--- src/hdl/gelu_pkg.sv ---
package gelu_pkg;

   // Defaults for the sample format (signed Q5.11).
   localparam int DATA_WIDTH_DEF = 16;
   localparam int FRAC_BITS_DEF  = 11;

   // The polynomial and the sigmoid run in Q.16.
   localparam int IQ        = 16;
   localparam int SAT_LIMIT = 8;

   // Widths of the Q.16 intermediates. The input is clamped to +/-8, so:
   // xq within +/-2^19, x2 up to 2^22, x3 within +/-2^25, the inner sum
   // and the sigmoid argument within +/-2^22.
   localparam int Q_W  = IQ + 5;
   localparam int X2_W = IQ + 8;
   localparam int X3_W = IQ + 11;
   localparam int IN_W = IQ + 7;
   localparam int U_W  = IQ + 7;
   localparam int S_W  = IQ + 1;

   // 0.044715 and 2*sqrt(2/pi) in Q.16.
   localparam int COEF_CUBE  = 2930;
   localparam int CUBE_W     = 13;
   localparam int COEF_SCALE = 104580;
   localparam int SCALE_W    = 18;

   // Sigmoid table: 33 points at steps of 0.25 over [0, 8], Q.16.
   localparam int SEG_SHIFT = IQ - 2;
   localparam int SEG_IDX_W = 5;
   localparam int TAB_W     = 16;
   localparam int TAB_N     = 33;
   localparam logic [TAB_W-1:0] SIG_TAB [TAB_N] = '{
      16'd32768, 16'd36843, 16'd40793, 16'd44511, 16'd47911, 16'd50941,
      16'd53581, 16'd55834, 16'd57724, 16'd59287, 16'd60565, 16'd61598,
      16'd62428, 16'd63090, 16'd63615, 16'd64030, 16'd64357, 16'd64614,
      16'd64816, 16'd64974, 16'd65097, 16'd65194, 16'd65269, 16'd65328,
      16'd65374, 16'd65410, 16'd65438, 16'd65459, 16'd65476, 16'd65489,
      16'd65500, 16'd65508, 16'd65514
   };

   // Pipeline layout.
   localparam int POLY_STAGES = 5;
   localparam int SIGM_STAGES = 2;
   localparam int NUM_STAGES  = POLY_STAGES + SIGM_STAGES + 1;

endpackage

--- src/hdl/gelu_req_if.sv ---
interface gelu_req_if #(
   parameter int DATA_WIDTH = gelu_pkg::DATA_WIDTH_DEF
);
   logic                         valid;
   logic                         ready;
   logic signed [DATA_WIDTH-1:0] sample;
   logic                         last;

   modport source (output valid, output sample, output last, input ready);
   modport sink   (input valid, input sample, input last, output ready);
endinterface

--- src/hdl/gelu_rsp_if.sv ---
interface gelu_rsp_if #(
   parameter int DATA_WIDTH = gelu_pkg::DATA_WIDTH_DEF
);
   logic                         valid;
   logic                         ready;
   logic signed [DATA_WIDTH-1:0] activation;
   logic                         last_out;

   modport source (output valid, output activation, output last_out, input ready);
   modport sink   (input valid, input activation, input last_out, output ready);
endinterface

--- src/hdl/gelu_tanh_activation.sv ---
// GELU activation, tanh form, on a stream of signed fixed-point samples.
// Words arrive on req (sample, last) under a valid/ready handshake and leave
// on rsp (activation, last_out) in the same order, one result per sample;
// last is copied through unchanged.
// The datapath is an eight-stage pipeline: clamp and conversion, square,
// cube, cubic term, scaling, sigmoid table lookup with interpolation product,
// sigmoid combine, and final multiply with rounding and clipping, which is
// also the output register. An accepted word passes through these stages
// in order and is shown on rsp from the last of them. One word is taken
// per cycle while nothing stalls. Every stage has its own valid bit and
// loads when it is empty or its successor moves, so bubbles close up and
// req.ready falls only once all eight stages hold words while rsp stalls;
// nothing is lost or repeated. Reset clears the valid bits only; the data
// registers are not reset, and the block has no configuration.
module gelu_tanh_activation #(
   parameter int DATA_WIDTH = gelu_pkg::DATA_WIDTH_DEF,
   parameter int FRAC_BITS  = gelu_pkg::FRAC_BITS_DEF
) (
   input  logic         clock,
   input  logic         reset,
   gelu_req_if.sink     req,
   gelu_rsp_if.source   rsp
);
   import gelu_pkg::*;

   localparam int SIGM_LO = POLY_STAGES;
   localparam int OUT_ST  = NUM_STAGES - 1;

   logic [NUM_STAGES-1:0]         stage_en;
   logic [NUM_STAGES-1:0]         valid_in, valid_ff;
   logic signed [DATA_WIDTH-1:0]  x_ff [NUM_STAGES-1];
   logic [NUM_STAGES-1:0]         last_ff;
   logic signed [U_W-1:0]         u;
   logic [S_W-1:0]                sig;
   logic signed [DATA_WIDTH-1:0]  y;

   always_comb begin
      stage_en[OUT_ST] = !valid_ff[OUT_ST] || rsp.ready;
      for (int k = OUT_ST - 1; k >= 0; k--) begin
         stage_en[k] = !valid_ff[k] || stage_en[k+1];
      end
      valid_in[0] = req.valid;
      for (int k = 1; k < NUM_STAGES; k++) begin
         valid_in[k] = valid_ff[k-1];
      end
   end

   always_ff @(posedge clock) begin
      if (reset) begin
         valid_ff <= '0;
      end else begin
         for (int k = 0; k < NUM_STAGES; k++) begin
            if (stage_en[k]) begin
               valid_ff[k] <= valid_in[k];
            end
         end
      end
   end

   // The sample and the last flag ride alongside the datapath.
   always_ff @(posedge clock) begin
      if (stage_en[0]) begin
         x_ff[0]    <= req.sample;
         last_ff[0] <= req.last;
      end
      for (int k = 1; k < NUM_STAGES; k++) begin
         if (stage_en[k]) begin
            last_ff[k] <= last_ff[k-1];
         end
      end
      for (int k = 1; k < OUT_ST; k++) begin
         if (stage_en[k]) begin
            x_ff[k] <= x_ff[k-1];
         end
      end
   end

   gelu_poly #(
      .DATA_WIDTH (DATA_WIDTH),
      .FRAC_BITS  (FRAC_BITS)
   ) u_poly (
      .clock    (clock),
      .stage_en (stage_en[POLY_STAGES-1:0]),
      .sample   (req.sample),
      .u        (u)
   );

   gelu_sigm u_sigm (
      .clock    (clock),
      .stage_en (stage_en[SIGM_LO+SIGM_STAGES-1:SIGM_LO]),
      .u        (u),
      .sig      (sig)
   );

   gelu_scale #(
      .DATA_WIDTH (DATA_WIDTH)
   ) u_scale (
      .clock    (clock),
      .stage_en (stage_en[OUT_ST]),
      .x        (x_ff[OUT_ST-1]),
      .sig      (sig),
      .y        (y)
   );

   assign req.ready      = stage_en[0];
   assign rsp.valid      = valid_ff[OUT_ST];
   assign rsp.activation = y;
   assign rsp.last_out   = last_ff[OUT_ST];

endmodule

--- src/hdl/gelu_poly.sv ---
module gelu_poly #(
   parameter int DATA_WIDTH = gelu_pkg::DATA_WIDTH_DEF,
   parameter int FRAC_BITS  = gelu_pkg::FRAC_BITS_DEF
) (
   input  logic                               clock,
   input  logic [gelu_pkg::POLY_STAGES-1:0]   stage_en,
   input  logic signed [DATA_WIDTH-1:0]       sample,
   output logic signed [gelu_pkg::U_W-1:0]    u
);
   import gelu_pkg::*;

   localparam int CW = (DATA_WIDTH > FRAC_BITS + 5) ? DATA_WIDTH : FRAC_BITS + 5;
   localparam int SW = CW + IQ;
   localparam logic signed [CW-1:0] LIM = CW'(longint'(SAT_LIMIT) << FRAC_BITS);
   localparam logic signed [CUBE_W-1:0]  K_CUBE  = CUBE_W'(COEF_CUBE);
   localparam logic signed [SCALE_W-1:0] K_SCALE = SCALE_W'(COEF_SCALE);

   logic signed [CW-1:0]             x_ext;
   logic signed [CW-1:0]             x_clamp;
   logic signed [SW-1:0]             x_wide;
   logic signed [SW-1:0]             x_q16;
   logic signed [Q_W-1:0]            xq1_ff, xq2_ff, xq3_ff;
   logic signed [2*Q_W-1:0]          sq_prod;
   logic signed [X2_W-1:0]           x2_ff;
   logic signed [X2_W+Q_W-1:0]       cube_prod;
   logic signed [X3_W-1:0]           x3_ff;
   logic signed [X3_W+CUBE_W-1:0]    term_prod;
   logic signed [IN_W-1:0]           term;
   logic signed [IN_W-1:0]           inner_in, inner_ff;
   logic signed [IN_W+SCALE_W-1:0]   u_prod;
   logic signed [U_W-1:0]            u_ff;

   // Clamp to +/-8 and bring the sample into Q.16.
   assign x_ext   = CW'(sample);
   assign x_clamp = (x_ext > LIM) ? LIM : ((x_ext < -LIM) ? -LIM : x_ext);
   assign x_wide  = SW'(x_clamp);

   generate
      if (FRAC_BITS >= IQ) begin : g_down
         assign x_q16 = x_wide >>> (FRAC_BITS - IQ);
      end else begin : g_up
         assign x_q16 = x_wide <<< (IQ - FRAC_BITS);
      end
   endgenerate

   assign sq_prod   = xq1_ff * xq1_ff;
   assign cube_prod = x2_ff * xq2_ff;
   assign term_prod = x3_ff * K_CUBE;
   assign term      = $signed(term_prod[IQ+IN_W-1:IQ]);
   assign inner_in  = IN_W'(xq3_ff) + term;
   assign u_prod    = inner_ff * K_SCALE;

   always_ff @(posedge clock) begin
      if (stage_en[0]) begin
         xq1_ff <= x_q16[Q_W-1:0];
      end
      if (stage_en[1]) begin
         x2_ff  <= $signed(sq_prod[IQ+X2_W-1:IQ]);
         xq2_ff <= xq1_ff;
      end
      if (stage_en[2]) begin
         x3_ff  <= $signed(cube_prod[IQ+X3_W-1:IQ]);
         xq3_ff <= xq2_ff;
      end
      if (stage_en[3]) begin
         inner_ff <= inner_in;
      end
      if (stage_en[4]) begin
         u_ff <= $signed(u_prod[IQ+U_W-1:IQ]);
      end
   end

   assign u = u_ff;

endmodule

--- src/hdl/gelu_sigm.sv ---
module gelu_sigm (
   input  logic                              clock,
   input  logic [gelu_pkg::SIGM_STAGES-1:0]  stage_en,
   input  logic signed [gelu_pkg::U_W-1:0]   u,
   output logic [gelu_pkg::S_W-1:0]          sig
);
   import gelu_pkg::*;

   localparam int PROD_W = TAB_W + SEG_SHIFT;
   localparam logic [S_W-1:0] ONE = S_W'(longint'(1) << IQ);

   logic [U_W-1:0]        mag;
   logic                  neg;
   logic                  sat;
   logic [SEG_IDX_W-1:0]  seg;
   logic [SEG_SHIFT-1:0]  frac;
   logic [TAB_W-1:0]      lo, hi, diff;
   logic [PROD_W-1:0]     interp_prod;
   logic [TAB_W-1:0]      base_ff;
   logic [PROD_W-1:0]     prod_ff;
   logic                  neg_ff, sat_ff;
   logic [PROD_W-1:0]     step;
   logic [S_W-1:0]        s_lin, s_sel, sig_in, sig_ff;

   // The sigmoid is looked up on |u|; the negative side is 1 - s.
   assign neg  = u[U_W-1];
   assign mag  = neg ? U_W'(-u) : U_W'(u);
   assign sat  = |mag[U_W-1:IQ+3];
   assign seg  = mag[IQ+2:SEG_SHIFT];
   assign frac = mag[SEG_SHIFT-1:0];
   assign lo   = SIG_TAB[seg];
   assign hi   = SIG_TAB[{1'b0, seg} + 6'd1];
   assign diff = hi - lo;
   assign interp_prod = diff * frac;

   assign step   = (prod_ff + PROD_W'(longint'(1) << (SEG_SHIFT - 1))) >> SEG_SHIFT;
   assign s_lin  = S_W'(base_ff) + step[S_W-1:0];
   assign s_sel  = sat_ff ? ONE : s_lin;
   assign sig_in = neg_ff ? (ONE - s_sel) : s_sel;

   always_ff @(posedge clock) begin
      if (stage_en[0]) begin
         base_ff <= lo;
         prod_ff <= interp_prod;
         neg_ff  <= neg;
         sat_ff  <= sat;
      end
      if (stage_en[1]) begin
         sig_ff <= sig_in;
      end
   end

   assign sig = sig_ff;

endmodule

--- src/hdl/gelu_scale.sv ---
module gelu_scale #(
   parameter int DATA_WIDTH = gelu_pkg::DATA_WIDTH_DEF
) (
   input  logic                          clock,
   input  logic                          stage_en,
   input  logic signed [DATA_WIDTH-1:0]  x,
   input  logic [gelu_pkg::S_W-1:0]      sig,
   output logic signed [DATA_WIDTH-1:0]  y
);
   import gelu_pkg::*;

   localparam int PW = DATA_WIDTH + S_W + 1;
   localparam int YW = DATA_WIDTH + 2;
   localparam logic signed [YW-1:0] MAXV = YW'((longint'(1) << (DATA_WIDTH - 1)) - 1);
   localparam logic signed [YW-1:0] MINV = YW'(-(longint'(1) << (DATA_WIDTH - 1)));
   localparam logic signed [PW-1:0] HALF = PW'(longint'(1) << (IQ - 1));

   logic signed [PW-1:0]          prod;
   logic signed [PW-1:0]          rounded;
   logic signed [YW-1:0]          y_full;
   logic signed [DATA_WIDTH-1:0]  y_in, y_ff;

   // Round half up, then clip to the sample range.
   assign prod    = x * $signed({1'b0, sig});
   assign rounded = prod + HALF;
   assign y_full  = $signed(rounded[IQ+YW-1:IQ]);
   assign y_in    = (y_full > MAXV) ? MAXV[DATA_WIDTH-1:0] :
                    ((y_full < MINV) ? MINV[DATA_WIDTH-1:0] : y_full[DATA_WIDTH-1:0]);

   always_ff @(posedge clock) begin
      if (stage_en) begin
         y_ff <= y_in;
      end
   end

   assign y = y_ff;

endmodule

--- src/flat_wrapper.sv ---
// flat-port wrapper written by rule: the top's interface ports become plain ports
module gelu_tanh_activation_flat import gelu_pkg::*;
#(
   parameter int DATA_WIDTH = gelu_pkg::DATA_WIDTH_DEF,
   parameter int FRAC_BITS  = gelu_pkg::FRAC_BITS_DEF
)
  (clock, reset, req_valid, req_sample, req_last, req_ready, rsp_valid, rsp_activation, rsp_last_out, rsp_ready);
  gelu_req_if #(.DATA_WIDTH(DATA_WIDTH)) req_i ();
  gelu_rsp_if #(.DATA_WIDTH(DATA_WIDTH)) rsp_i ();
  input  logic clock;
  input  logic reset;
  input wire logic [$bits(req_i.valid)-1:0] req_valid;
  input wire logic [$bits(req_i.sample)-1:0] req_sample;
  input wire logic [$bits(req_i.last)-1:0] req_last;
  output wire logic [$bits(req_i.ready)-1:0] req_ready;
  output wire logic [$bits(rsp_i.valid)-1:0] rsp_valid;
  output wire logic [$bits(rsp_i.activation)-1:0] rsp_activation;
  output wire logic [$bits(rsp_i.last_out)-1:0] rsp_last_out;
  input wire logic [$bits(rsp_i.ready)-1:0] rsp_ready;
  assign req_i.valid = req_valid;
  assign req_i.sample = req_sample;
  assign req_i.last = req_last;
  assign req_ready = req_i.ready;
  assign rsp_valid = rsp_i.valid;
  assign rsp_activation = rsp_i.activation;
  assign rsp_last_out = rsp_i.last_out;
  assign rsp_i.ready = rsp_ready;
  gelu_tanh_activation #(.DATA_WIDTH(DATA_WIDTH), .FRAC_BITS(FRAC_BITS)) u_core (.clock(clock), .reset(reset), .req(req_i), .rsp(rsp_i));
endmodule
--- config.mk ---
export PLATFORM = sky130hd
export DESIGN_NAME = gelu_tanh_activation_flat
export DESIGN_NICKNAME = d
export VERILOG_FILES = /design/src/hdl/gelu_pkg.sv /design/src/hdl/gelu_req_if.sv /design/src/hdl/gelu_rsp_if.sv /design/src/hdl/gelu_tanh_activation.sv /design/src/hdl/gelu_poly.sv /design/src/hdl/gelu_sigm.sv /design/src/hdl/gelu_scale.sv /design/src/flat_wrapper.sv
export SDC_FILE = /design/constraint.sdc
export NUM_CORES = 2
export LEC_CHECK = 0
export BUFFER_PORTS_ARGS = -buffer_cell sky130_fd_sc_hd__buf_2
export CORE_MARGIN = 2
export CORE_UTILIZATION = 45
export DETAILED_ROUTE_END_ITERATION = 8
export GPL_TIMING_DRIVEN = 0
export PLACE_DENSITY = 0.64
export RECOVER_POWER = 100
export SYNTH_ARGS = -nofsm -noshare
export SYNTH_HDL_FRONTEND = slang
export SYNTH_HIERARCHICAL = 1
export SYNTH_SLANG_ARGS = --single-unit
--- constraint.sdc ---
create_clock -name clock -period 18.1 [get_ports clock]
set_clock_uncertainty 0.1 [all_clocks]
set_input_delay 3.62 -clock clock [delete_from_list [all_inputs] [get_ports clock]]
set_output_delay 3.62 -clock clock [all_outputs]
set_load 0.01 [all_outputs]
==> flow_metrics.env <==
export IMPL_cts_made_buffers=38
export IMPL_worst_slack_ns=1.37
export IMPL_postCtsHoldBufs=0
export IMPL_initial_utilization_pct=45.5
export IMPL_path_class="register to register"
export IMPL_grt_overflow_total=0
export IMPL_multi_input_area_um2=46300
export IMPL_grt_pass1_vias=46197
export IMPL_track_usage_pct=22.7
export IMPL_syn_area_um2=62600
export IMPL_wl_per_cell_um=18.8
export IMPL_synth_xor_area_share_pct=3.98
export IMPL_antenna_found_initial=17
export IMPL_holdWs_ns=0.293
export IMPL_synth_simple_gate_area_share_pct=12.8
export IMPL_vias=43703
export IMPL_post_route_util_pct=48.1
export IMPL_final_cell_mix="inv_1 (1422), fa_1 (1162), ha_1 (672)"
export IMPL_via_per_inst=5.28
export IMPL_synth_compound_area_share_pct=6.51
export IMPL_crit_path_max_incr_delay_ns=0.93
export IMPL_violations="capacitance limit, slew limit"
export IMPL_dieArea_um2=142000
export IMPL_synth_area_mux_share_pct=0.134
export IMPL_drive_gt1_share_pct=2.04
export IMPL_drv_slew=213
export IMPL_detailedRoute_firstIterationViolations=3000
export IMPL_rsz0062_at_grt="no"
export IMPL_pre_cts_ws_ns=2.28
export IMPL_grt_pass1_wl_um=252000
export IMPL_synth_avg_cell_area_um2=9.82
export IMPL_outcome="complete, but fails checks"
export IMPL_synth_nets=8228
export IMPL_crit_family="adder cells"
export IMPL_synth_async_reset_ratio_pct=0
export IMPL_fin_nets=8311
export IMPL_end_kind="register"
export IMPL_crit_fanout=13
export IMPL_max_slew_margin_pct=-80.4
export IMPL_final_common_cell="inv_1"
export IMPL_critical_path_startpoint_type="register"
export IMPL_crit_required_ns=18.33
export IMPL_cts_sinks=340
export IMPL_hold_violations=0
export IMPL_period_needed_ns=16.73
export IMPL_ant_nets=0
export IMPL_seq_area_frac_synth_pct=16.2
export IMPL_fp_dieW_um=377
export IMPL_synth_edff_count=332
export IMPL_first_pass_iters=6
export IMPL_seqCellArea_um2=10100
export IMPL_area_delta_synth_final_pct=5.82
export IMPL_pin_count=40
export IMPL_ys_ff_latch=340
export IMPL_fill_cells=12991
export IMPL_cap_violations=5
export IMPL_setup_violations=0
export IMPL_worst_endpoint_arrival_ns=16.96
export IMPL_core_um2=138000
export IMPL_worst_pin_slew_ns=2.71
export IMPL_synthCells=6373
export IMPL_clkTransAtPathRegs_ns=0.06
export IMPL_port_buffers=38
export IMPL_tritoncts="built"
export IMPL_cts_setup_buffers=0
export IMPL_die_y_um=377
export IMPL_synthAdderAreaFrac_pct=50.6
export IMPL_cts_buffer_depth=3
export IMPL_drcViolationCount=0
export IMPL_path_buf_inv=12
export IMPL_ctsResizeCount=0
export IMPL_root_buffer="clkbuf_16"
export IMPL_clock_latency_ns=0.59
export IMPL_fin_crit_sh_pct=92.4
export IMPL_grt_max_degree=58
export IMPL_cp_common_cell="fa_1"
export IMPL_critical_path_slowest_cell="xor2_1"
export IMPL_ys_flop_type="edfxtp_1"
export IMPL_num_rows=136
export IMPL_yosysWarnings=6
export IMPL_tns_ns=0
export IMPL_dpl_hpwl_um=131000
export IMPL_clock_fmax_mhz=59.8
export IMPL_ys_types=100
export IMPL_h_tree_depth=2
export IMPL_wl_um=156000
export IMPL_place_congestion=0.927
export IMPL_synth_top_family_by_area="adder cells"
export IMPL_hold_class="register to register"
metal layers:
metal  GRT usage (%)  wire length (um)  vias to the layer above
met4            5.18              3520                        2
li1                -                 -                    20006
met1            32.0             68600                    22231
met2            37.0             73100                     1258
met5               0                11                        -
met3            3.18             10400                      206
cell usage after synthesis, types with 9 or more instances:
library cell | number | area (um^2)
a211oi_1 | 24 | 180
a21o_1 | 63 | 473
a21oi_1 | 162 | 811
a31oi_1 | 24 | 150
and2_1 | 331 | 2070
and3_1 | 24 | 150
buf_2 | 12 | 60.1
clkbuf_1 | 164 | 616
edfxtp_1 | 332 | 9970
fa_1 | 1162 | 23300
ha_1 | 672 | 8410
inv_1 | 1422 | 5340
nand2_1 | 642 | 2410
nand2b_1 | 57 | 357
nand3_1 | 74 | 370
nand4_1 | 30 | 188
nor2_1 | 333 | 1250
nor2b_1 | 38 | 238
nor3_1 | 71 | 355
nor4_1 | 9 | 56.3
o211ai_1 | 29 | 218
o21a_1 | 39 | 293
o21ai_0 | 121 | 606
o21ai_1 | 11 | 55.1
o21bai_1 | 20 | 150
o31a_1 | 9 | 78.8
o31ai_1 | 19 | 143
or2_2 | 23 | 144
or3_1 | 15 | 93.8
xnor2_1 | 188 | 1650
xor2_1 | 91 | 797
logic make-up after synthesis:
kind of cell / after synthesis
AO/OA/AOI/OAI: 615
XOR/XNOR: 281
adder cells (fa/ha/maj): 1834
buffers and inverters: 1612
flip-flops: 340
multiplexers: 8
AND/OR/NAND/NOR: 1683
stage by stage:
step,cells,instance area [um^2]
2_1_floorplan,6373,62600
3_3_place_gp,8205,65000
3_5_place_dp,8210,65100
4_1_cts,8278,66400
5_1_grt,8278,66200
6_report,8281,66200
worst register-to-register path, delay by kind of cell, from the launching register on:
family                   cells  cell delay [ns]
AO/OA/AOI/OAI               13             3.42
XOR/XNOR                     2             1.31
adder cells (fa/ha/maj)     12             4.84
buffers and inverters       12             4.42
flip-flops                   1             0.32
AND/OR/NAND/NOR              9             2.07
registers in the layout (all words and copies together), names as in the netlist:
name                    cells
u_core/x_ff               112
u_core/u_scale/y           16
u_core/u_sigm/prod_ff      17
u_core/u_poly/u            23
u_core/u_poly/x2_ff        24
u_core/u_sigm/sig          17
u_core/u_poly/xq1_ff       16
u_core/u_poly/inner_ff     23
u_core/u_sigm/neg_ff        1
u_core/u_sigm/base_ff      15
u_core/u_poly/xq3_ff       16
u_core/valid_ff             8
u_core/u_sigm/sat_ff        1
u_core/u_poly/x3_ff        27
u_core/u_poly/xq2_ff       16
u_core/last_ff              8
final timing paths:
check,from,end,slack (ns),cells past startpoint
max,u_core/u_poly/u[0]$_DFFE_PP_,u_core/u_sigm/prod_ff[28]$_DFFE_PP_,1.37,48
min,u_core/x_ff[3][2]$_DFFE_PP_,u_core/x_ff[4][2]$_DFFE_PP_,0.29,0
max reg2reg,u_core/u_poly/u[0]$_DFFE_PP_,u_core/u_sigm/prod_ff[28]$_DFFE_PP_,1.37,48
min reg2reg,u_core/x_ff[3][2]$_DFFE_PP_,u_core/x_ff[4][2]$_DFFE_PP_,0.29,0
area by class of cell:
cell class / count / area share (%)
antenna: 3 / 0.0113
sequential: 340 / 15.3
buffer: 186 / 1.09
tap: 1794 / 3.39
clock buffer: 42 / 1.46
timing repair buffer: 43 / 0.248
inverter: 1426 / 8.08
multi-input combinational: 4421 / 69.9
clock inverter: 26 / 0.508
Power is left out: the tool's default activity adds up to more than one toggle a clock period on the data nets, which glitch-free logic cannot reach.
